**src/rtl/mf_pkg.sv**
```systemverilog
// ----------------------------------------------------------------------------
// Median filter package
// Shared types, the 5x5 sorting network and the stage functions.
// ----------------------------------------------------------------------------
package mf_pkg;

    localparam int SAMPLE_BITS = 16;
    localparam int NET25_OPS   = 97;
    localparam int OPS_PER_STG = 4;
    localparam int NET_STAGES  = (NET25_OPS + OPS_PER_STG - 1) / OPS_PER_STG;

    localparam logic [1:0] OP_CS  = 2'd0;
    localparam logic [1:0] OP_MIN = 2'd1;
    localparam logic [1:0] OP_MAX = 2'd2;

    localparam logic       REG_IDX_MASK  = 1'b0;
    localparam logic       REG_IDX_WIDTH = 1'b1;

    typedef logic signed [SAMPLE_BITS-1:0] t_smp;
    typedef t_smp [24:0] t_win;
    typedef t_smp [8:0]  t_nine;

    typedef struct packed {
        t_smp pixel;
        logic frame_start;
    } t_pix;

    typedef struct packed {
        t_smp median;
        logic row_end;
    } t_res;

    typedef struct packed {
        t_win win;
        logic m5;
        logic last;
    } t_qent;

    typedef struct packed {
        logic push;
        logic pop;
        logic full;
        logic empty;
    } t_qstat;

    localparam logic [11:0] NET25 [0:NET25_OPS-1] = '{
        {OP_CS,5'd0,5'd1},
        {OP_CS,5'd3,5'd4},   {OP_CS,5'd2,5'd4},   {OP_CS,5'd2,5'd3},
        {OP_CS,5'd6,5'd7},   {OP_CS,5'd5,5'd7},   {OP_CS,5'd5,5'd6},
        {OP_CS,5'd2,5'd5},
        {OP_CS,5'd3,5'd6},   {OP_CS,5'd0,5'd6},   {OP_CS,5'd0,5'd3},
        {OP_CS,5'd4,5'd7},   {OP_CS,5'd1,5'd7},   {OP_CS,5'd1,5'd4},
        {OP_CS,5'd9,5'd10},  {OP_CS,5'd8,5'd10},  {OP_CS,5'd8,5'd9},
        {OP_CS,5'd12,5'd13}, {OP_CS,5'd11,5'd13}, {OP_CS,5'd11,5'd12},
        {OP_CS,5'd15,5'd16}, {OP_CS,5'd14,5'd16}, {OP_CS,5'd14,5'd15},
        {OP_CS,5'd11,5'd14}, {OP_CS,5'd8,5'd14},  {OP_CS,5'd8,5'd11},
        {OP_CS,5'd13,5'd16}, {OP_CS,5'd10,5'd16}, {OP_CS,5'd10,5'd13},
        {OP_CS,5'd18,5'd19}, {OP_CS,5'd17,5'd19}, {OP_CS,5'd17,5'd18},
        {OP_CS,5'd21,5'd22}, {OP_CS,5'd20,5'd22}, {OP_CS,5'd20,5'd21},
        {OP_CS,5'd23,5'd24},
        {OP_CS,5'd20,5'd23}, {OP_CS,5'd17,5'd23}, {OP_CS,5'd17,5'd20},
        {OP_CS,5'd21,5'd24}, {OP_CS,5'd18,5'd24}, {OP_CS,5'd18,5'd21},
        {OP_CS,5'd19,5'd22},
        {OP_MAX,5'd17,5'd8},
        {OP_CS,5'd9,5'd18},  {OP_CS,5'd0,5'd18},  {OP_CS,5'd0,5'd9},
        {OP_MAX,5'd9,5'd0},
        {OP_CS,5'd10,5'd19}, {OP_CS,5'd1,5'd19},  {OP_CS,5'd1,5'd10},
        {OP_CS,5'd11,5'd20}, {OP_CS,5'd2,5'd20},  {OP_MAX,5'd11,5'd2},
        {OP_CS,5'd12,5'd21}, {OP_CS,5'd3,5'd21},  {OP_CS,5'd3,5'd12},
        {OP_CS,5'd13,5'd22}, {OP_CS,5'd4,5'd22},  {OP_MIN,5'd4,5'd22},
        {OP_CS,5'd4,5'd13},
        {OP_CS,5'd14,5'd23}, {OP_CS,5'd5,5'd23},  {OP_CS,5'd5,5'd14},
        {OP_CS,5'd15,5'd24}, {OP_MIN,5'd6,5'd24}, {OP_CS,5'd6,5'd15},
        {OP_MIN,5'd7,5'd16}, {OP_MIN,5'd7,5'd19},
        {OP_MIN,5'd13,5'd21},{OP_MIN,5'd15,5'd23},
        {OP_MIN,5'd7,5'd13}, {OP_MIN,5'd7,5'd15},
        {OP_MAX,5'd9,5'd1},  {OP_MAX,5'd11,5'd3},
        {OP_MAX,5'd17,5'd5}, {OP_MAX,5'd17,5'd11},{OP_MAX,5'd17,5'd9},
        {OP_CS,5'd4,5'd10},  {OP_CS,5'd6,5'd12},  {OP_CS,5'd7,5'd14},
        {OP_CS,5'd4,5'd6},   {OP_MAX,5'd7,5'd4},
        {OP_CS,5'd12,5'd14}, {OP_MIN,5'd10,5'd14},
        {OP_CS,5'd6,5'd7},   {OP_CS,5'd10,5'd12}, {OP_CS,5'd6,5'd10},
        {OP_MAX,5'd17,5'd6},
        {OP_CS,5'd12,5'd17}, {OP_MIN,5'd7,5'd17},
        {OP_CS,5'd7,5'd10},  {OP_CS,5'd12,5'd18},
        {OP_MAX,5'd12,5'd7}, {OP_MIN,5'd10,5'd18},
        {OP_CS,5'd12,5'd20}, {OP_MIN,5'd10,5'd20}
    };

    function automatic t_smp smp_min(t_smp a, t_smp b);
        return (a < b) ? a : b;
    endfunction

    function automatic t_smp smp_max(t_smp a, t_smp b);
        return (a > b) ? a : b;
    endfunction

    function automatic t_smp med3(t_smp a, t_smp b, t_smp c);
        return smp_min(smp_max(a, smp_min(b, c)), smp_max(b, c));
    endfunction

    function automatic t_win net25_stage(t_win vin, int stg);
        t_win        v;
        logic [11:0] op;
        t_smp        lo;
        t_smp        hi;
        int          idx;
        v = vin;
        for (int j = 0; j < OPS_PER_STG; j++) begin
            idx = stg * OPS_PER_STG + j;
            if (idx < NET25_OPS) begin
                op = NET25[idx];
                lo = smp_min(v[op[9:5]], v[op[4:0]]);
                hi = smp_max(v[op[9:5]], v[op[4:0]]);
                unique case (op[11:10])
                    OP_CS: begin
                        v[op[9:5]] = lo;
                        v[op[4:0]] = hi;
                    end
                    OP_MIN: v[op[9:5]] = lo;
                    default: v[op[9:5]] = hi;
                endcase
            end
        end
        return v;
    endfunction

    function automatic t_nine sort3_at(t_nine vin, int b);
        t_nine v;
        t_smp  t;
        v = vin;
        if (v[b+1] > v[b+2]) begin
            t = v[b+1]; v[b+1] = v[b+2]; v[b+2] = t;
        end
        if (v[b] > v[b+1]) begin
            t = v[b]; v[b] = v[b+1]; v[b+1] = t;
        end
        if (v[b+1] > v[b+2]) begin
            t = v[b+1]; v[b+1] = v[b+2]; v[b+2] = t;
        end
        return v;
    endfunction

    function automatic t_nine nine_stage(t_nine vin, int stg);
        t_nine v;
        v = vin;
        if (stg == 0) begin
            v = sort3_at(sort3_at(sort3_at(v, 0), 3), 6);
        end else if (stg == 1) begin
            v[0] = smp_max(vin[0], smp_max(vin[3], vin[6]));
            v[1] = med3(vin[1], vin[4], vin[7]);
            v[2] = smp_min(vin[2], smp_min(vin[5], vin[8]));
        end else if (stg == 2) begin
            v[0] = med3(vin[0], vin[1], vin[2]);
        end
        return v;
    endfunction

endpackage

```
**src/rtl/mf_queue.sv**
```systemverilog
// ----------------------------------------------------------------------------
// Median filter window queue
// Four-entry queue of windows between the front end and the sorting network.
// ----------------------------------------------------------------------------
module mf_queue (
    input  logic           i_clk,
    input  logic           i_rst_n,
    input  logic           i_push,
    input  mf_pkg::t_qent  i_data,
    input  logic           i_pop,
    output mf_pkg::t_qent  o_data,
    output mf_pkg::t_qstat o_stat
);

    mf_pkg::t_qent r_mem [0:3];
    logic [1:0]    r_wp, r_rp;
    logic [2:0]    r_cnt;
    logic          full, empty, push, pop;

    assign full  = (r_cnt == 3'd4);
    assign empty = (r_cnt == 3'd0);
    assign push  = i_push && !full;
    assign pop   = i_pop && !empty;

    always_ff @(posedge i_clk) begin
        if (push) begin
            r_mem[r_wp] <= i_data;
        end
        if (!i_rst_n) begin
            r_wp  <= '0;
            r_rp  <= '0;
            r_cnt <= '0;
        end else begin
            if (push) begin
                r_wp <= r_wp + 2'd1;
            end
            if (pop) begin
                r_rp <= r_rp + 2'd1;
            end
            r_cnt <= r_cnt + {2'b0, push} - {2'b0, pop};
        end
    end

    assign o_data       = r_mem[r_rp];
    assign o_stat.push  = i_push;
    assign o_stat.pop   = i_pop;
    assign o_stat.full  = full;
    assign o_stat.empty = empty;

endmodule

```
**config.mk**
```make
export PLATFORM = sky130hd
export DESIGN_NAME = mf_queue
export DESIGN_NICKNAME = d
export VERILOG_FILES = /design/src/rtl/mf_pkg.sv /design/src/rtl/mf_queue.sv
export SDC_FILE = /design/constraint.sdc
export NUM_CORES = 1
export LEC_CHECK = 0
export BUFFER_PORTS_ARGS = -buffer_cell sky130_fd_sc_hd__buf_2
export CORE_ASPECT_RATIO = 1.75
export CORE_MARGIN = 2
export CORE_UTILIZATION = 55
export DETAILED_ROUTE_END_ITERATION = 10
export PLACE_DENSITY = 0.77
export SLEW_MARGIN = 40
export SYNTH_ARGS = -nofsm -noshare
export SYNTH_HDL_FRONTEND = slang
export SYNTH_SLANG_ARGS = --single-unit
```
**constraint.sdc**
```tcl
create_clock -name i_clk -period 16.95 [get_ports i_clk]
set_input_delay 3.39 -clock i_clk [delete_from_list [all_inputs] [get_ports i_clk]]
set_output_delay 3.39 -clock i_clk [all_outputs]
set_load 0.1 [all_outputs]
```
# After elaboration in Yosys (flattened, before gate mapping)
# Memories as Yosys holds them, arrays and structs flattened. A register that Yosys moved wholly into a read port is not among the register bits.
# Cells that the tools add are included.
totals:
  reg_bits: 7
  input_bits: 406
  memories: 1
  ram_bits: 1608
  output_inout_bits: 406
  word_cells: 18
memory_table:
  columns: ["name", "words", "width", "read_ports", "rd_ports_with_merged_regs", "write_ports", "line", "source"]
  rows:
  - ["r_mem", 4, 402, 1, 1, 1, "mf_queue.sv:15", "mf_pkg::t_qent r_mem [0:3];"]
classes:
  n_eq_ne: 1
  mux: 4
  add_sub_neg: 4
  reduce_logical: 5
op_table:
  columns: ["op", "n"]
  rows:
  - ["$add 2x1->2 const B", 2]
  - ["$mux 2", 2]
  - ["$add 3x1->3", 1]
  - ["$eq 3x3->1 const B", 1]
  - ["$logic_not 3->1", 1]
  - ["$sub 3x1->3", 1]
  - ["$logic_and 1x1->1", 2]
  - ["$logic_not 1->1", 2]
  - ["$mux 1", 2]

# Logic depth before layout (Yosys ltp)
# Gate-level depths: netlist of run 1.
logic_depth:
  depth_word: 5
  depth_mapped: 11
  ltp_nobuf: 10

# Least setup slack after synthesis of run 1
# No wires, ideal clock.
synth_timing:
  kind: "input to register"
  start: "input port i_push"
  end: "memory r_mem[0][0] in the netlist's numbering (enable)"
  path_buffers: 1
  setup_time_ns: 0.817
  t_required_ns: 16.133
  cell_stages: 3
  path_slack_ns: 3.274
  arrival_time_ns: 12.859
  path_cell_list: "nor2b_1 > clkbuf_1 > and2_1"
synth_between:
  elab_chain_len: 3
synth_rtl:
  columns: ["element", "line", "source"]
  rows:
  - ["start, declared", "mf_queue.sv:8", "input logic i_push,"]
  - ["$logic_and 1x1->1", "mf_queue.sv:22", "assign push = i_push && !full;"]
  - ["$mux 1", "mf_queue.sv:26", "if (push) begin"]
  - ["$mux 1 (implied by the code)", "mf_queue.sv:27", "r_mem[r_wp] <= i_data;"]
  - ["end, declared", "mf_queue.sv:15", null]
# No other way between the ends.

==> results of run 1 <==
layer usage:
metal | vias to the layer above | global-route usage | wire length (µm)
met5 | - | 0 | 406
met4 | 62 | 0.131 | 6440
met3 | 342 | 0.0869 | 13400
met2 | 1509 | 0.383 | 65900
met1 | 14100 | 0.276 | 44400
li1 | 11200 | - | -
state kept, by name (all words and copies together), names as in the netlist, named ones only:
register / flops
r_cnt: 3
r_rp: 2
r_wp: 2
r_mem: 1608
power breakdown:
group          leakage, nW  internal [mW]  total [mW]  switching (mW)
Sequential            14.8           4.85        4.96           0.110
Combinational         5.74          0.967        4.94            3.97
Clock                 2.18           1.74        3.12            1.38
Total                 22.7           7.56        13.0            5.46
critical path: stages (launching register included):
cell and delay, ps:
dfxtp_4 440, buf_12 240, buf_6 550, buf_6 530
buf_4 680, mux4_2 630, buf_2 320
cell families after synthesis:
kind of cell / after synthesis
compound gates: 4
mux: 404
buf+inv: 102
flops: 1617
fa+ha+maj: 7
xor+xnor: 2
simple gates: 19
cell type report:
| class | count | area (µm²) |
|---|---|---|
| well taps | 1360 | 1700 |
| repair buffers | 849 | 4730 |
| fillers | 6554 | 37300 |
| multi-input cells | 436 | 9330 |
| diodes | 50 | 125 |
| clock buffers | 169 | 3680 |
| clock inverters | 75 | 820 |
| flip-flops and latches | 1617 | 48500 |
| inverters | 6 | 22.5 |
how the worst max path moves through the flow:
stage                       from       endpoint  slack (ps)  cells past startpoint
after floorplan           i_push    r_mem[0][0]        3270                      3
after global placement      flop    o_data[192]        8890                      5
after detailed placement  i_push  r_mem[1][332]        9500                      6
after CTS                   flop    o_data[334]        8740                      6
after global routing        flop    o_data[242]        8890                      6
final                       flop    o_data[242]        9250                      6
cell usage after synthesis:
library cell	instances	area share
a21boi_0	1	0.00013
o21ai_0	3	0.00025
nor3b_1	1	0.00013
and2_1	7	0.00074
nor3_1	1	0.000085
edfxtp_1	1608	0.82
buf_6	1	0.00019
nor2b_1	2	0.00021
or4bb_1	1	0.00019
inv_1	6	0.00038
dfxtp_1	9	0.0031
mux4_2	402	0.15
buf_2	40	0.0034
nand2_1	6	0.00038
ha_1	6	0.0013
buf_12	42	0.014
fa_1	1	0.00034
or3_1	1	0.00011
clkbuf_1	7	0.00045
buf_4	6	0.00076
mux2i_1	2	0.00034
xnor2_1	2	0.00030
through the flow:
stage | util | std cells | instance area [µm²] | power [mW]
detailed placement | 0.604 | 4264 | 64100 | 9.97
global route | 0.648 | 4546 | 68800 | 13.4
CTS | 0.646 | 4508 | 68600 | 13.1
global placement | 0.602 | 4255 | 63900 | 9.88
finish | 0.649 | 4562 | 68900 | 13.0
floorplan | - | 2155 | 58900 | 9.41
==> results.sh, run 1 <==
export IMPL_yosys_register_bits=1617
export IMPL_area_added_between_synthesis_and_finish_pct=16.9
export IMPL_final_layout_size_suffix_gt1_frac=0.461
export IMPL_postCtsResizedCells=0
export IMPL_gpl_final_weighted_congestion=0.811
export IMPL_criticalPathCategory="reg -> out"
export IMPL_netlist_instances=2155
export IMPL_clk_path_buf_depth=3
export IMPL_most_frequent_cells_in_the_layout="1608 x edfxtp_1, 811 x buf_2, 402 x mux4_2"
export IMPL_chipHeight_um=437
export IMPL_r2r_cells=6
export IMPL_min_period_ps=7700
export IMPL_power_density_nw_per_um2=189
export IMPL_relSlewSlack=0.427
export IMPL_finalCritPeriodShare=0.454
export IMPL_leftover_overflow_at_the_end_of_global_routing=0
export IMPL_grt_setup_unrepaired="false"
export IMPL_finalSetupTns_ps=0
export IMPL_io_buffers=811
export IMPL_remaining_drc_errors=0
export IMPL_cts_setup_buffers=0
export IMPL_detailedRoute_firstPassIterationCount=5
export IMPL_core_rowCount=158
export IMPL_ys_types=22
export IMPL_die_area_um2=110000
export IMPL_synth_yosys_seq_area_share=0.822
export IMPL_cts_root_buffer_cell="clkbuf_16"
export IMPL_clk_latency_ps=780
export IMPL_drtAntennaViolNets=0
export IMPL_synth_area_um2=58900
export IMPL_final_hold_worst_slack_ps=509
export IMPL_yosysWarningCount=0
export IMPL_run_status="finished clean"
export IMPL_grt_start_max_net_pins=145
export IMPL_critPathArrivalTime_ps=4310
export IMPL_layout_cells_most_common="edfxtp_1"
export IMPL_post_cts_hold_buffer_count=0
export IMPL_max_cap_violations=0
export IMPL_element_type_at_the_critical_path_end="output pin"
export IMPL_clock_skew_final_ps=44.6
export IMPL_cts_htree_levels=4
export IMPL_finalWorstSetupSlack_ps=9250
export IMPL_worst_setup_hold_path_clk_slew_ps=70
export IMPL_setup_violations_final=0
export IMPL_fmax_mhz=130
export IMPL_min_delay_path_class="reg -> reg"
export IMPL_cts_buffers_inserted=138
export IMPL_number_of_global_route_vias_before_repair=28900
export IMPL_tightestPinTransition_ps=859
export IMPL_main_combinational_cell_family_by_area_after_synthesis="multiplexers"
export IMPL_layout_nets=3461
export IMPL_initial_utilization=0.555
export IMPL_drt_initial_drc_count=2288
export IMPL_r2r_slack_ps=13070
export IMPL_hold_vio_cnt_final=0
export IMPL_pre_cts_ws_ps=9500
export IMPL_startpoint_type="flop"
export IMPL_vdd_drop_max_mv=0.182
export IMPL_routedWlPerCell_um=28.6
export IMPL_drt_total_wl_um=131000
export IMPL_critical_path_required_ps=13560
export IMPL_synth_mux_area_frac=0.154
export IMPL_min_to="r_rp[0]"
export IMPL_core_outline_area_um2=106000
export IMPL_synthXorXnorAreaFrac=0.000297
export IMPL_viasPerCell=5.97
export IMPL_synthesis_nets=2568
export IMPL_cts_sinks=1617
export IMPL_r2r_end="r_mem[1][400]"
export IMPL_p_leak_nw=22.7
export IMPL_timing_hold_worst_start="r_rp[0]"
export IMPL_global_route_wire_length_before_repair_um=188000
export IMPL_pin_count=812
export IMPL_grt_use_total=0.237
export IMPL_hpwl_um=81000
export IMPL_cts_tree="done"
export IMPL_crit_path_max_fanout=44
export IMPL_synth_adder_area_share=0.00161
export IMPL_die_w_um=251
export IMPL_timing_final_max_slew_violations=0
export IMPL_avg_cell_area_syn_um2=27.3
export IMPL_synth_simple_gate_area_share=0.00185
export IMPL_worstHoldPathCells=2
export IMPL_detailroute_via_count=27200
export IMPL_grt_antenna_before_repair=83
export IMPL_synth_compound_area_share=0.000382
export IMPL_r2r_start="r_cnt[2]"
Note: power is estimated with default switching activity, not from simulation.
==> run 2: changes to the inputs <==
==> constraint.sdc (replaced) <==
create_clock -name i_clk -period 7.8 [get_ports i_clk]
set_input_delay 1.56 -clock i_clk [delete_from_list [all_inputs] [get_ports i_clk]]
set_output_delay 1.56 -clock i_clk [all_outputs]
set_load 0.1 [all_outputs]
==> results.sh, run 2 (same netlist as run 1, synthesis figures left out) <==
export IMPL_cts_root_buffer_cell="clkbuf_16"
export IMPL_layout_nets=3457
export IMPL_gpl_final_weighted_congestion=0.797
export IMPL_hold_vio_cnt_final=0
export IMPL_startpoint_type="flop"
export IMPL_core_rowCount=158
export IMPL_cts_htree_levels=4
export IMPL_most_frequent_cells_in_the_layout="1608 x edfxtp_1, 811 x buf_2, 402 x mux4_2"
export IMPL_grt_setup_unrepaired="false"
export IMPL_io_buffers=811
export IMPL_leftover_overflow_at_the_end_of_global_routing=0
export IMPL_drtAntennaViolNets=0
export IMPL_initial_utilization=0.555
export IMPL_postCtsResizedCells=0
export IMPL_fmax_mhz=196
export IMPL_pre_cts_ws_ps=3350
export IMPL_cts_setup_buffers=0
export IMPL_drt_total_wl_um=130000
export IMPL_layout_cells_most_common="edfxtp_1"
export IMPL_cts_sinks=1617
export IMPL_detailroute_via_count=26900
export IMPL_clock_skew_final_ps=23.3
export IMPL_cts_tree="done"
export IMPL_remaining_drc_errors=0
export IMPL_critical_path_required_ps=6240
export IMPL_max_cap_violations=0
export IMPL_power_density_nw_per_um2=408
export IMPL_finalCritPeriodShare=0.656
export IMPL_vdd_drop_max_mv=0.357
export IMPL_chipHeight_um=437
export IMPL_largest_register_ff_count=1608
export IMPL_min_period_ps=5110
export IMPL_area_added_between_synthesis_and_finish_pct=16.5
export IMPL_hpwl_um=79700
export IMPL_clk_latency_ps=760
export IMPL_die_w_um=251
export IMPL_global_route_wire_length_before_repair_um=187000
export IMPL_grt_start_max_net_pins=138
export IMPL_die_area_um2=110000
export IMPL_crit_path_max_fanout=58
export IMPL_cts_buffers_inserted=135
export IMPL_grt_use_total=0.234
export IMPL_critPathArrivalTime_ps=3550
export IMPL_number_of_global_route_vias_before_repair=28600
export IMPL_clk_path_buf_depth=3
export IMPL_worst_setup_hold_path_clk_slew_ps=70
export IMPL_viasPerCell=5.91
export IMPL_criticalPathCategory="reg -> out"
export IMPL_detailedRoute_firstPassIterationCount=5
export IMPL_element_type_at_the_critical_path_end="output pin"
export IMPL_drt_initial_drc_count=2242
export IMPL_pin_count=812
export IMPL_registers_top_by_ff_count="r_mem"
export IMPL_finalWorstSetupSlack_ps=2690
export IMPL_post_cts_hold_buffer_count=0
export IMPL_reg_largest_list="r_mem x1608, r_cnt x3"
export IMPL_core_outline_area_um2=106000
export IMPL_p_leak_nw=22.6
export IMPL_timing_final_max_slew_violations=0
export IMPL_final_layout_size_suffix_gt1_frac=0.459
export IMPL_design_area_um2=68700
export IMPL_place_area_um2=64000
export IMPL_routedWlPerCell_um=28.6
export IMPL_grt_antenna_before_repair=82
export IMPL_fillCellCount=6614
export IMPL_relSlewSlack=0.451
export IMPL_run_status="finished clean"
export IMPL_tightestPinTransition_ps=823
export IMPL_setup_violations_final=0
export IMPL_min_delay_path_class="reg -> reg"
export IMPL_final_hold_worst_slack_ps=501
-- run 2: cell count changes in the layout (fill, tap and decap cells not counted), moves of 2 or more --
| cell | change |
|---|---|
| bufinv_16 | -4 |
| buf_4 | +4 |
| inv_6 | +2 |
| diode_2 | -11 |
| clkinv_8 | +3 |
| clkinv_1 | +6 |
| buf_12 | +3 |
| clkinv_2 | +4 |
| clkbuf_16 | -7 |
| buf_16 | +3 |
| clkinv_16 | -2 |
| buf_6 | -11 |
-- run 2: path summary, 6_finish.rpt --
| check | startpoint | endpoint | slack [ps] | depth (start not counted) |
|---|---|---|---|---|
| max | flop | o_data[58] | 2690 | 5 |
| min | r_rp[0] | flop | 500 | 2 |
| max reg2reg | r_cnt[2] | r_mem[3][72] | 4860 | 6 |
| min reg2reg | r_rp[0] | flop | 500 | 2 |
-- run 2: power breakdown --
| group | switching, mW | internal [mW] | leakage [nW] | total [mW] |
|---|---|---|---|---|
| logic | 8.59 | 2.10 | 5.76 | 10.7 |
| registers | 0.255 | 10.5 | 14.8 | 10.8 |
| clock network | 3.00 | 3.52 | 2.07 | 6.52 |
| total | 11.8 | 16.1 | 22.6 | 28.0 |
-- run 2: metal layers --
metal  GRT usage  vias to the layer above  part of all wire
met2       0.384                     1368              0.51
met4       0.118                       80             0.049
met1       0.266                    13900              0.34
met5           0                        -            0.0038
li1            -                    11200                 -
met3      0.0947                      352              0.10
-- run 2: per-stage QoR --
| stage | util | total power [mW] | setup TNS (ps) | cells |
|---|---|---|---|---|
| after floorplan | - | 20.3 | -1626480 | 2155 |
| after global placement | 0.602 | 21.5 | 0 | 4254 |
| after detailed placement | 0.603 | 21.6 | 0 | 4257 |
| after CTS | 0.643 | 28.2 | 0 | 4503 |
| after global routing | 0.647 | 28.8 | 0 | 4543 |
| final | 0.647 | 28.0 | 0 | 4552 |
-- run 2: cell type report --
class / instances / area (µm²) / share of cell area
timing repair buffer: 848 / 4780 / 0.0696
sequential: 1617 / 48500 / 0.706
clock buffer: 163 / 3500 / 0.0510
multi-input combinational: 436 / 9330 / 0.136
antenna: 39 / 97.6 / 0.00142
clock inverter: 83 / 752 / 0.0110
inverter: 6 / 22.5 / 0.000328
tap: 1360 / 1700 / 0.0248
-- run 2: critical path, stage by stage (launching register included) --
cell and delay [ps]:
dfxtp_4 670, buf_12 290, buf_12 390, buf_16 380, mux4_2 600, buf_2 320
